## src/rtl/gnss_receiver_failover_selector_unit_macros.svh

```systemverilog
// Assertion helpers shared by the selector RTL.
`ifndef GNSS_RECEIVER_FAILOVER_SELECTOR_UNIT_MACROS_SVH
`define GNSS_RECEIVER_FAILOVER_SELECTOR_UNIT_MACROS_SVH

// Same-cycle implication, disabled during reset.
`define GFS_ASSERT_NOW(label, ante, cons) \
  label: assert property (@(posedge clk) disable iff (!rst_n) (ante) |-> (cons)) \
    else $error("selector check failed");

// Next-cycle implication, disabled during reset.
`define GFS_ASSERT_NEXT(label, ante, cons) \
  label: assert property (@(posedge clk) disable iff (!rst_n) (ante) |=> (cons)) \
    else $error("selector check failed");

`endif

```

## src/rtl/gnss_fs_pkg.sv

```systemverilog
// ----------------------------------------------------------------------------
// GNSS failover selector package
// Shared types, register codes and reset values of the selector.
// ----------------------------------------------------------------------------
package gnss_fs_pkg;

  localparam int NUM_RX      = 2;
  localparam int CFG_IDX_W   = 3;
  localparam int CFG_DATA_W  = 32;
  localparam int MID_DEPTH_D = 2;
  localparam int OUT_DEPTH_D = 2;

  typedef enum logic [CFG_IDX_W-1:0] {
    REG_PRIMARY_INSTANCE  = 3'd0,
    REG_HYSTERESIS_US     = 3'd1,
    REG_MSG_TIMEOUT_US    = 3'd2,
    REG_MIN_FIX_TYPE      = 3'd3,
    REG_MAX_HORIZ_ACC_CM  = 3'd4,
    REG_MAX_VERT_ACC_CM   = 3'd5,
    REG_MAX_SPEED_ACC_CMS = 3'd6
  } cfg_reg_e;

  localparam logic        RST_PRIMARY  = 1'b0;
  localparam logic [31:0] RST_HYST     = 32'd10000000;
  localparam logic [31:0] RST_TIMEOUT  = 32'd1000000;
  localparam logic [3:0]  RST_MIN_FIX  = 4'd3;
  localparam logic [15:0] RST_MAX_HACC = 16'd500;
  localparam logic [15:0] RST_MAX_VACC = 16'd800;
  localparam logic [15:0] RST_MAX_SACC = 16'd100;

  localparam logic KIND_FIX  = 1'b0;
  localparam logic KIND_TICK = 1'b1;

  typedef enum logic {
    OP_FIX  = 1'b0,
    OP_TICK = 1'b1
  } op_e;

  typedef struct packed {
    logic        kind;
    logic        instance_req;
    logic [63:0] time_us;
    logic [3:0]  fix_mode;
    logic [15:0] horiz_acc_cm;
    logic [15:0] vert_acc_cm;
    logic [15:0] speed_acc_cms;
  } gnss_fs_in_t;

  typedef struct packed {
    logic selection_valid;
    logic selected_instance;
    logic new_data;
    logic primary_healthy;
    logic secondary_healthy;
  } gnss_fs_out_t;

  typedef struct packed {
    op_e         op;
    logic        rx;
    logic [63:0] time_us;
    logic [3:0]  fix_mode;
    logic [15:0] horiz_acc;
    logic [15:0] vert_acc;
    logic [15:0] speed_acc;
  } gnss_fs_cmd_t;

  typedef struct packed {
    logic full;
    logic empty;
  } fifo_stat_t;

endpackage

```

## src/rtl/gnss_fs_fifo.sv

```systemverilog
// ----------------------------------------------------------------------------
// GNSS failover selector queue
// Small first-in first-out queue with full and empty status.
// ----------------------------------------------------------------------------
module gnss_fs_fifo
  import gnss_fs_pkg::*;
#(
  parameter int W     = 8,
  parameter int DEPTH = 2
) (
  input  logic         clk,
  input  logic         rst_n,
  input  logic         push,
  input  logic [W-1:0] wdata,
  input  logic         pop,
  output logic [W-1:0] rdata,
  output fifo_stat_t   stat
);

  localparam int AW = (DEPTH > 1) ? $clog2(DEPTH) : 1;
  localparam int CW = $clog2(DEPTH + 1);

  logic [W-1:0]  mem_r [DEPTH];
  logic [AW-1:0] wr_ptr_r, wr_ptr_nxt;
  logic [AW-1:0] rd_ptr_r, rd_ptr_nxt;
  logic [CW-1:0] count_r, count_nxt;
  logic          do_push, do_pop;

  assign stat.full  = (count_r == CW'(DEPTH));
  assign stat.empty = (count_r == '0);
  assign do_push    = push && !stat.full;
  assign do_pop     = pop && !stat.empty;
  assign rdata      = mem_r[rd_ptr_r];

  always_comb begin
    wr_ptr_nxt = wr_ptr_r;
    rd_ptr_nxt = rd_ptr_r;
    if (do_push) begin
      wr_ptr_nxt = (wr_ptr_r == AW'(DEPTH - 1)) ? '0 : wr_ptr_r + 1'b1;
    end
    if (do_pop) begin
      rd_ptr_nxt = (rd_ptr_r == AW'(DEPTH - 1)) ? '0 : rd_ptr_r + 1'b1;
    end
    unique case ({do_push, do_pop})
      2'b10:   count_nxt = count_r + 1'b1;
      2'b01:   count_nxt = count_r - 1'b1;
      default: count_nxt = count_r;
    endcase
  end

  always_ff @(posedge clk) begin
    if (!rst_n) begin
      wr_ptr_r <= '0;
      rd_ptr_r <= '0;
      count_r  <= '0;
    end else begin
      wr_ptr_r <= wr_ptr_nxt;
      rd_ptr_r <= rd_ptr_nxt;
      count_r  <= count_nxt;
    end
  end

  always_ff @(posedge clk) begin
    if (do_push) begin
      mem_r[wr_ptr_r] <= wdata;
    end
  end

endmodule

```

## src/rtl/gnss_fs_front.sv

```systemverilog
// ----------------------------------------------------------------------------
// GNSS failover selector front end
// Accepts input items, classifies them and forwards commands to the queue.
// ----------------------------------------------------------------------------
module gnss_fs_front
  import gnss_fs_pkg::*;
(
  input  logic         push,
  output logic         full,
  input  gnss_fs_in_t  in_data,
  input  fifo_stat_t   q_stat,
  output logic         q_push,
  output gnss_fs_cmd_t q_cmd
);

  assign full   = q_stat.full;
  assign q_push = push && !q_stat.full;

  // Ticks carry only the current time; fix fields are cleared.
  always_comb begin
    q_cmd         = '0;
    q_cmd.time_us = in_data.time_us;
    unique case (in_data.kind)
      KIND_FIX: begin
        q_cmd.op        = OP_FIX;
        q_cmd.rx        = in_data.instance_req;
        q_cmd.fix_mode  = in_data.fix_mode;
        q_cmd.horiz_acc = in_data.horiz_acc_cm;
        q_cmd.vert_acc  = in_data.vert_acc_cm;
        q_cmd.speed_acc = in_data.speed_acc_cms;
      end
      default: begin
        q_cmd.op = OP_TICK;
      end
    endcase
  end

endmodule

```

## src/rtl/gnss_fs_back.sv

```systemverilog
// ----------------------------------------------------------------------------
// GNSS failover selector back end
// Holds receiver state and configuration, runs health checks and selection.
// ----------------------------------------------------------------------------
module gnss_fs_back
  import gnss_fs_pkg::*;
(
  input  logic                  clk,
  input  logic                  rst_n,
  input  logic                  cfg_valid,
  output logic                  cfg_ready,
  input  logic [CFG_IDX_W-1:0]  cfg_index,
  input  logic [CFG_DATA_W-1:0] cfg_data,
  input  fifo_stat_t            cmd_stat,
  input  gnss_fs_cmd_t          cmd,
  output logic                  cmd_pop,
  input  fifo_stat_t            res_stat,
  output logic                  res_push,
  output gnss_fs_out_t          res_data
);

  logic        primary_r;
  logic [31:0] hyst_r, timeout_r;
  logic [3:0]  min_fix_r;
  logic [15:0] max_hacc_r, max_vacc_r, max_sacc_r;

  logic [63:0] fix_time_r  [NUM_RX];
  logic [3:0]  fix_kind_r  [NUM_RX];
  logic [15:0] hacc_r      [NUM_RX];
  logic [15:0] vacc_r      [NUM_RX];
  logic [15:0] sacc_r      [NUM_RX];
  logic [63:0] last_bad_r  [NUM_RX];
  logic [NUM_RX-1:0] fresh_r, fresh_nxt;
  logic        has_sel_r, has_sel_nxt;
  logic        chosen_r, chosen_nxt;

  logic [NUM_RX-1:0] bad, online;
  logic [63:0] age [NUM_RX];
  logic        pri, sec, pri_ok, cur;
  logic [63:0] since_bad;
  logic        is_fix, is_tick, exec;

  assign cfg_ready = 1'b1;

  assign is_fix  = (cmd.op == OP_FIX);
  assign is_tick = (cmd.op == OP_TICK);
  assign exec    = !cmd_stat.empty && (is_fix || !res_stat.full);
  assign cmd_pop = exec;

  always_comb begin
    for (int r = 0; r < NUM_RX; r++) begin
      age[r]    = cmd.time_us - fix_time_r[r];
      online[r] = (fix_time_r[r] != '0);
      bad[r]    = !online[r] || (fix_kind_r[r] < min_fix_r) ||
                  (hacc_r[r] > max_hacc_r) || (vacc_r[r] > max_vacc_r) ||
                  (sacc_r[r] > max_sacc_r) || (age[r] >= {32'd0, timeout_r});
    end
  end

  assign pri       = primary_r;
  assign sec       = ~primary_r;
  assign pri_ok    = !bad[pri];
  assign since_bad = cmd.time_us - last_bad_r[pri];

  always_comb begin
    has_sel_nxt = has_sel_r || pri_ok;
    cur         = has_sel_r ? chosen_r : pri;
    chosen_nxt  = chosen_r;
    if (has_sel_nxt) begin
      chosen_nxt = cur;
      if (cur == pri) begin
        if (!pri_ok && online[sec]) begin
          chosen_nxt = sec;
        end
      end else if (pri_ok && (since_bad >= {32'd0, hyst_r})) begin
        chosen_nxt = pri;
      end
    end
    fresh_nxt = fresh_r;
    if (has_sel_nxt) begin
      fresh_nxt[chosen_nxt] = 1'b0;
    end
  end

  assign res_push                   = exec && is_tick;
  assign res_data.selection_valid   = has_sel_nxt;
  assign res_data.selected_instance = has_sel_nxt && chosen_nxt;
  assign res_data.new_data          = has_sel_nxt && fresh_r[chosen_nxt];
  assign res_data.primary_healthy   = !bad[pri];
  assign res_data.secondary_healthy = !bad[sec];

  always_ff @(posedge clk) begin
    if (!rst_n) begin
      primary_r  <= RST_PRIMARY;
      hyst_r     <= RST_HYST;
      timeout_r  <= RST_TIMEOUT;
      min_fix_r  <= RST_MIN_FIX;
      max_hacc_r <= RST_MAX_HACC;
      max_vacc_r <= RST_MAX_VACC;
      max_sacc_r <= RST_MAX_SACC;
    end else if (cfg_valid && cfg_ready) begin
      unique case (cfg_index)
        REG_PRIMARY_INSTANCE:  primary_r  <= cfg_data[0];
        REG_HYSTERESIS_US:     hyst_r     <= cfg_data;
        REG_MSG_TIMEOUT_US:    timeout_r  <= cfg_data;
        REG_MIN_FIX_TYPE:      min_fix_r  <= cfg_data[3:0];
        REG_MAX_HORIZ_ACC_CM:  max_hacc_r <= cfg_data[15:0];
        REG_MAX_VERT_ACC_CM:   max_vacc_r <= cfg_data[15:0];
        REG_MAX_SPEED_ACC_CMS: max_sacc_r <= cfg_data[15:0];
        default: ;
      endcase
    end
  end

  always_ff @(posedge clk) begin
    if (!rst_n) begin
      for (int r = 0; r < NUM_RX; r++) begin
        fix_time_r[r] <= '0;
        fix_kind_r[r] <= '0;
        hacc_r[r]     <= '0;
        vacc_r[r]     <= '0;
        sacc_r[r]     <= '0;
        last_bad_r[r] <= '0;
      end
      fresh_r   <= '0;
      has_sel_r <= 1'b0;
      chosen_r  <= 1'b0;
    end else if (exec) begin
      if (is_fix) begin
        for (int r = 0; r < NUM_RX; r++) begin
          if (cmd.rx == 1'(r)) begin
            fix_time_r[r] <= cmd.time_us;
            fix_kind_r[r] <= cmd.fix_mode;
            hacc_r[r]     <= cmd.horiz_acc;
            vacc_r[r]     <= cmd.vert_acc;
            sacc_r[r]     <= cmd.speed_acc;
            fresh_r[r]    <= 1'b1;
          end
        end
      end else begin
        for (int r = 0; r < NUM_RX; r++) begin
          if (bad[r]) begin
            last_bad_r[r] <= cmd.time_us;
          end
        end
        fresh_r   <= fresh_nxt;
        has_sel_r <= has_sel_nxt;
        chosen_r  <= chosen_nxt;
      end
    end
  end

endmodule

```

## src/rtl/gnss_receiver_failover_selector_unit.sv

```systemverilog
// ----------------------------------------------------------------------------
// GNSS receiver failover selector
// Picks one of two GNSS receivers from their fix quality and freshness.
// ----------------------------------------------------------------------------
// The input side is a queue: an item transfers when push is high and full is
// low. A fix update stores one receiver's fix and yields no result; a tick
// rechecks both receivers at the given time and yields one result. Results
// leave through a second queue: the oldest one is on out_data while empty is
// low and transfers when pop is high.
// Configuration writes transfer when cfg_valid and cfg_ready are both high;
// cfg_ready is always high. Write only while the block is idle.
// A tick first waits in the command queue; the combinational execution logic
// then takes it from the head of that queue and writes its result into the
// result queue, whose oldest entry is on out_data.
// The block takes one item per cycle while full is low; the execution stage
// retires one command per cycle unless a tick waits for room in the result queue.
// When the receiver of results stalls, the result queue fills, ticks wait
// in the command queue and full rises; fix updates ahead of the first
// waiting tick still drain.
// Synchronous reset restores register defaults and clears all receiver
// state and both queues; no clearing pass is needed.
// ----------------------------------------------------------------------------
`include "gnss_receiver_failover_selector_unit_macros.svh"

module gnss_receiver_failover_selector_unit
  import gnss_fs_pkg::*;
#(
  parameter int MID_DEPTH = MID_DEPTH_D,
  parameter int OUT_DEPTH = OUT_DEPTH_D
) (
  input  logic                  clk,
  input  logic                  rst_n,
  input  logic                  push,
  output logic                  full,
  input  gnss_fs_in_t           in_data,
  input  logic                  pop,
  output logic                  empty,
  output gnss_fs_out_t          out_data,
  input  logic                  cfg_valid,
  output logic                  cfg_ready,
  input  logic [CFG_IDX_W-1:0]  cfg_index,
  input  logic [CFG_DATA_W-1:0] cfg_data
);

  localparam int CMD_W = $bits(gnss_fs_cmd_t);
  localparam int RES_W = $bits(gnss_fs_out_t);

  fifo_stat_t   mid_stat, out_stat;
  logic         mid_push, mid_pop, res_push;
  gnss_fs_cmd_t front_cmd, mid_cmd;
  gnss_fs_out_t res_data;
  logic         out_no_sel;

  gnss_fs_front u_front (
    .push    (push),
    .full    (full),
    .in_data (in_data),
    .q_stat  (mid_stat),
    .q_push  (mid_push),
    .q_cmd   (front_cmd)
  );

  gnss_fs_fifo #(
    .W     (CMD_W),
    .DEPTH (MID_DEPTH)
  ) u_mid_q (
    .clk   (clk),
    .rst_n (rst_n),
    .push  (mid_push),
    .wdata (front_cmd),
    .pop   (mid_pop),
    .rdata (mid_cmd),
    .stat  (mid_stat)
  );

  gnss_fs_back u_back (
    .clk       (clk),
    .rst_n     (rst_n),
    .cfg_valid (cfg_valid),
    .cfg_ready (cfg_ready),
    .cfg_index (cfg_index),
    .cfg_data  (cfg_data),
    .cmd_stat  (mid_stat),
    .cmd       (mid_cmd),
    .cmd_pop   (mid_pop),
    .res_stat  (out_stat),
    .res_push  (res_push),
    .res_data  (res_data)
  );

  gnss_fs_fifo #(
    .W     (RES_W),
    .DEPTH (OUT_DEPTH)
  ) u_out_q (
    .clk   (clk),
    .rst_n (rst_n),
    .push  (res_push),
    .wdata (res_data),
    .pop   (pop),
    .rdata (out_data),
    .stat  (out_stat)
  );

  assign empty      = out_stat.empty;
  assign out_no_sel = !empty && !out_data.selection_valid;

  `GFS_ASSERT_NOW(a_fix_no_result, mid_pop && (mid_cmd.op == OP_FIX), !res_push)
  `GFS_ASSERT_NOW(a_push_has_room, res_push, !out_stat.full)
  `GFS_ASSERT_NOW(a_no_sel_zero, out_no_sel, !out_data.selected_instance && !out_data.new_data)
  `GFS_ASSERT_NEXT(a_tick_reaches_out, res_push, !empty)

endmodule
```

## config.mk

```make
export PLATFORM = sky130hd
export DESIGN_NAME = gnss_receiver_failover_selector_unit
export DESIGN_NICKNAME = d
export VERILOG_FILES = /design/src/rtl/gnss_fs_pkg.sv /design/src/rtl/gnss_fs_fifo.sv /design/src/rtl/gnss_fs_front.sv /design/src/rtl/gnss_fs_back.sv /design/src/rtl/gnss_receiver_failover_selector_unit.sv
export VERILOG_INCLUDE_DIRS = /design/src /design/src/rtl
export SDC_FILE = /design/constraint.sdc
export NUM_CORES = 2
export LEC_CHECK = 0
export ABC_AREA = 1
export BUFFER_PORTS_ARGS = -buffer_cell sky130_fd_sc_hd__buf_2
export CAP_MARGIN = 20
export CORE_MARGIN = 4
export CORE_UTILIZATION = 45
export CTS_BUF_LIST = sky130_fd_sc_hd__clkbuf_8
export CTS_CLUSTER_DIAMETER = 200
export DETAILED_ROUTE_END_ITERATION = 10
export HOLD_SLACK_MARGIN = 0.08
export SETUP_SLACK_MARGIN = 0.1
export SLEW_MARGIN = 20
export SYNTH_ARGS = -nofsm -noshare
export SYNTH_HDL_FRONTEND = slang
export SYNTH_SLANG_ARGS = --single-unit
```

## constraint.sdc

```tcl
create_clock -name clk -period 17 [get_ports clk]
set_input_delay 1.7 -clock clk [delete_from_list [all_inputs] [get_ports clk]]
set_output_delay 1.7 -clock clk [all_outputs]
set_load 0.005 [all_outputs]
```

# Word level (Yosys, flattened, before mapping)
# Memory sizes are Yosys's and may differ from the RTL's. A register that Yosys moved wholly into a read port is not among the register bits.
# Cells that the tools add are included.
classes:
  add_sub_neg: 11
  magnitude_cmp: 15
  n_eq_ne: 15
  n_mux: 71
  n_bitwise: 16
  reduce_logical: 50
ops:
  columns: ["cell", "count"]
  rows:
  - ["two-way mux 64 bit", 4]
  - [">= comparator 64 x 32 -> 1 bit", 3]
  - ["subtractor 64 bit", 3]
  - ["nonzero test 64 bit", 2]
  - ["> comparator 16 bit", 6]
  - ["two-way mux 16 bit", 6]
  - ["two-way mux 1 bit", 53]
  - ["two-way mux 52 bit", 1]
  - ["AND reduction 2 bit", 8]
  - ["logical AND 1 bit", 12]
  - ["logical OR 1 bit", 12]
  - ["OR 1 bit", 12]
  - ["== test 3 bit, second input constant", 3]
  - ["== test 2 bit, second input constant", 4]
  - ["logical NOT 1 bit", 8]
  - ["less-than comparator 4 bit", 2]
  - ["two-way mux 4 bit", 2]
  - ["case mux 2 bit (2 select lines)", 2]
  - ["== test 3 x 2 -> 1 bit, second input constant", 2]
  - ["less-than comparator 1 x 2 -> 1 bit, second input constant", 3]
  - ["AND reduction 3 bit", 2]
  - ["nonzero test 2 bit", 3]
  - ["adder 1 bit, second input constant", 4]
  - ["adder 2 x 1 -> 2 bit, second input constant", 2]
  - ["14 further kinds", 19]
totals:
  reg_bits: 129
  ramBits: 606
  in_bits: 158
  out_inout_bits: 8
  word_cells: 203
  memories: 8
mem_list:
  columns: ["name", "words", "word_bits", "rd", "rd_clocked_by_memory_dff", "wr", "line", "text"]
  rows:
  - ["u_mid_q.mem_r", 2, 118, 1, 1, 1, "gnss_fs_fifo.sv:23", "logic [W-1:0] mem_r [DEPTH];"]
  - ["u_back.fix_time_r", 2, 64, 2, 0, 2, "gnss_fs_back.sv:27", "logic [63:0] fix_time_r [NUM_RX];"]
  - ["u_back.last_bad_r", 2, 64, 1, 1, 2, "gnss_fs_back.sv:32", "logic [63:0] last_bad_r [NUM_RX];"]
  - ["u_back.hacc_r", 2, 16, 2, 0, 2, "gnss_fs_back.sv:29", "logic [15:0] hacc_r [NUM_RX];"]
  - ["u_back.sacc_r", 2, 16, 2, 0, 2, "gnss_fs_back.sv:31", "logic [15:0] sacc_r [NUM_RX];"]
  - ["u_back.vacc_r", 2, 16, 2, 0, 2, "gnss_fs_back.sv:30", "logic [15:0] vacc_r [NUM_RX];"]
  - ["2 more memories", null, null, null, null, null, null, null]

# Longest topological paths before layout
# An unclocked memory read counts as a cell.
depth:
  depth_word: 23
  depth_mapped: 39
  ltp_nobuf: 38

# Hierarchy
# From an unflattened synthesis, not the netlist that was laid out.
hier_totals:
  hier_cells: 6652
  hier_area_um2: 50651.1
by_module_without_submodules:
  columns: ["module", "instances", "cells_each", "area_each_um2", "seq_area_each_um2"]
  rows:
  - ["gnss_fs_back", 1, 6010, 40234.8, 13252.7]
  - ["gnss_fs_fifo (u_mid_q)", 1, 407, 8827.2, 7186.9]
  - ["gnss_fs_front", 1, 180, 968.4, 0.0]
  - ["gnss_fs_fifo (u_out_q)", 1, 55, 620.6, 400.4]

# Least setup slack after synthesis
# No wires, ideal clock.
synth_path:
  kind: "input -> register"
  start: "input port push"
  end: "memory u_mid_q.mem_r[0][0] (netlist bit), enable pin"
  setup_time_ns: 0.597
  arrival_ns: 6.806
  t_required_ns: 16.403
  path_slack_ns: 9.597
  path_stages: 2
  n_path_buf: 0
  cell_sequence: "o21ai_0 -> nor2_1"
synth_between:
  elab_chain_len: 4
synth_lines:
  columns: ["element", "line", "text"]
  rows:
  - ["start, declared", "gnss_receiver_failover_selector_unit.sv:33", "input logic push,"]
  - ["logical AND 1 bit", "gnss_fs_front.sv:17", "assign q_push = push && !q_stat.full;"]
  - ["logical AND 1 bit", "gnss_fs_fifo.sv:31", "assign do_push = push && !stat.full;"]
  - ["two-way mux 1 bit", "gnss_fs_fifo.sv:64", "if (do_push) begin"]
  - ["two-way mux 1 bit (implied by the code)", "gnss_fs_fifo.sv:65", "mem_r[wr_ptr_r] <= wdata;"]
  - ["end, declared", "gnss_fs_fifo.sv:23", null]
# No other way between the ends.

==> metrics <==
status=complete, no violations; # setup viols final=0; Synth warnings=0; clock slew at reported path FFs=70 ps; RePlAce Congestion=1.02; Congestion Overflow GR=0; CP Capture Type=flop; first-pass GRT wire length=266 mm; die width=342 um; final setup margin=8730 ps; WP data arrival=8780 ps; syn_area_per_cell=7.40 um2; most frequent cells in the layout=nand2_1 (2115), inv_1 (1349), nor2_1 (692); Post-synth ARST share=0; Slowest-stage cell, CP=clkinv_2; fillers=11298; Min-Delay Path Class=reg -> reg; vias per cell=5.22; final cycle utilization of the critical path=0.486; GRT Util Overall=0.308; Seq cells post-synth=738; Pins Over Slew Limit=0; Post-Route WL=184 mm; max incr delay on CP=710 ps; Mapped Nets=7342; clk_skew=74.1 ps; starting density of the core=0.454; area of the die=117000 um2; Static Leak=27.5 nW; Post-CTS Setup Inserts=0; DRC=0; # resized after CTS=0; Starting DRT DRC Count=4706; EDFF count, synth=606; CP dominant cell by count=nand2_1; post-synth cell types=50; crit path max fanout=49; pwr dens=194 nW/um2; pin count of the biggest net entering global routing=73; Setup Slack @ Placement=8840 ps; clock root cell=clkbuf_8; post-DR wirelength/cell=21.3 um; IO Count=166; vias in the first global route=42366; nets@finish=7586; placed insts=8398; TritonCTS clock tree=yes; maximum clock path buffer count=3; fmax=121 MHz; Post-synth top flop=edfxtp_1; CP required=17510 ps; setup TNS=0 ps; Synth area leader=edfxtp_1; maximum vdd ir drop=0.0957 mV; Hold-fix buffers, CTS=0; total power=10.7 mW; HPWL after DPL=151 mm; IO buf count=164; Mapped Cells=6788; Area growth syn-to-layout=10.3%; max-cap viol count=0; post-synthesis sequential area ratio=0.415; Post-DRT Antenna Nets=0; worst r2r path cells=31; top cell type's share of synthesized area=0.362; slew margin rel.=0.296; CP Launch Type=flop; Least-Margin Pin Slew=1050 ps; TritonCTS Buffers=120; most area-consuming cells after synthesis=edfxtp_1 (36%), nand2_1 (16%), ha_1 (9.8%), inv_1 (9.8%), dfxtp_1 (5.3%); H-tree depth=3; final hold violation count=0; worst skew pair latency=850 ps; crit path time final=8270 ps; Critical Path Sink=u_back.last_bad_r[1][48]; Core ar.=111000 um2; Finished Layout Cells=8639; vias post-DR=45111; layout cells sized above 1=0.0730; initial antenna violation count=14; DRT Pass-1 Iters=6; worst hold margin=458 ps; R2R setup slack=8730 ps; end of the worst register-to-register path=u_back.last_bad_r[1][48]; Worst Setup Path Type=reg -> reg; die height=342 um; RSZ-0062 raised after global routing=false; synthesized cell area=50300 um2; Rows=122; # clock sinks=738; commonest non-fill, non-tap cell in the layout=nand2_1
-- where the power goes --
group / internal [mW] / switching (mW) / leakage, nW / total (mW)
Combinational: 2.01 / 4.64 / 19.0 / 6.65
Sequential: 2.41 / 0.133 / 7.16 / 2.55
Clock: 0.788 / 0.754 / 1.37 / 1.54
-- how the worst min path moves through the flow --
stage                           startpoint  slack [ps]  cells past startpoint                to
after floorplan           u_out_q.rd_ptr_r         430                      1              flop
after global placement    u_mid_q.rd_ptr_r         440                      1  u_mid_q.rd_ptr_r
final                     u_out_q.rd_ptr_r         460                      1  u_out_q.rd_ptr_r
after global routing      u_back.hyst_r[1]         490                      2  u_back.hyst_r[1]
after detailed placement  u_out_q.rd_ptr_r         450                      1  u_out_q.rd_ptr_r
after CTS                 u_out_q.rd_ptr_r         460                      1  u_out_q.rd_ptr_r
-- worst max-delay path: cells and delay by family (launching register included) --
family | cells | cell delay [ps]
buffers and inverters | 3 | 1830
AO/OA/AOI/OAI | 4 | 820
flip-flops | 1 | 700
adder cells (fa/ha/maj) | 2 | 970
XOR/XNOR | 1 | 220
AND/OR/NAND/NOR | 21 | 3250
-- registers in the layout (all words and copies together), names as in the netlist, 8 cells and up, named ones only --
register,cells
u_mid_q.mem_r,236
u_back.hacc_r,32
u_back.last_bad_r,128
u_back.max_sacc_r,16
u_back.sacc_r,32
u_back.hyst_r,32
u_back.fix_kind_r,8
u_back.max_hacc_r,16
u_back.vacc_r,32
u_back.max_vacc_r,16
u_back.timeout_r,32
u_back.fix_time_r,128
u_out_q.mem_r,10
-- metal layers --
layer,up-vias,global-route usage,share of wire,wire [um]
met5,-,0,0,0
met4,0,0.0929,0.032,5880
met1,20977,0.451,0.46,84100
met3,275,0.0522,0.087,15900
met2,1777,0.468,0.42,77900
li1,22082,-,-,-
-- area by class of cell --
cell class                      count  area [um2]  area share
Antenna cell                       13        32.5    0.000587
Sequential cell                   738       20800       0.376
Clock buffer                      129        1780      0.0320
Timing Repair Buffer              214        1210      0.0218
Inverter                         1315        4940      0.0891
Clock inverter                     99         643      0.0116
Multi-Input combinational cell   4643       24100       0.435
Tap cell                         1488        1860      0.0336
-- Yosys cell counts, drive strengths merged (2+ instances only) --
master  number
and2         7
mux2i       64
a211oi       4
nand2     2143
a21o         4
xor2        90
ha         393
nand3      235
xnor2        3
a21boi       2
nor3        54
o21ai      231
and3         3
a21oi      414
clkbuf      79
mux2         7
o21a        12
o211ai      31
inv       1314
dfxtp      132
edfxtp     606
buf         13
o21bai      37
nand3b      28
nor4        10
or2         65
nor2       715
nand4       81
fa           3
-- cells by family (layout without fill, tap and decap cells) --
| family | after synthesis | after routing | synth area share |
|---|---|---|---|
| AND/OR/NAND/NOR | 3341 | 3341 | 0.271 |
| buffers and inverters | 1407 | 1757 | 0.106 |
| AO/OA/AOI/OAI | 741 | 741 | 0.0789 |
| flip-flops | 738 | 738 | 0.415 |
| adder cells (fa/ha/maj) | 396 | 396 | 0.0990 |
| XOR/XNOR | 93 | 93 | 0.0162 |
| multiplexers | 71 | 71 | 0.0144 |
| other | 1 | 14 | 0.0000746 |
-- per-stage QoR --
stage	util	instance area, um2
final	0.500	55400
after global placement	0.478	53000
after detailed placement	0.478	53000
after floorplan	-	50300
after global routing	0.500	55400
after CTS	0.500	55400
(Power assumes the default switching activity.)
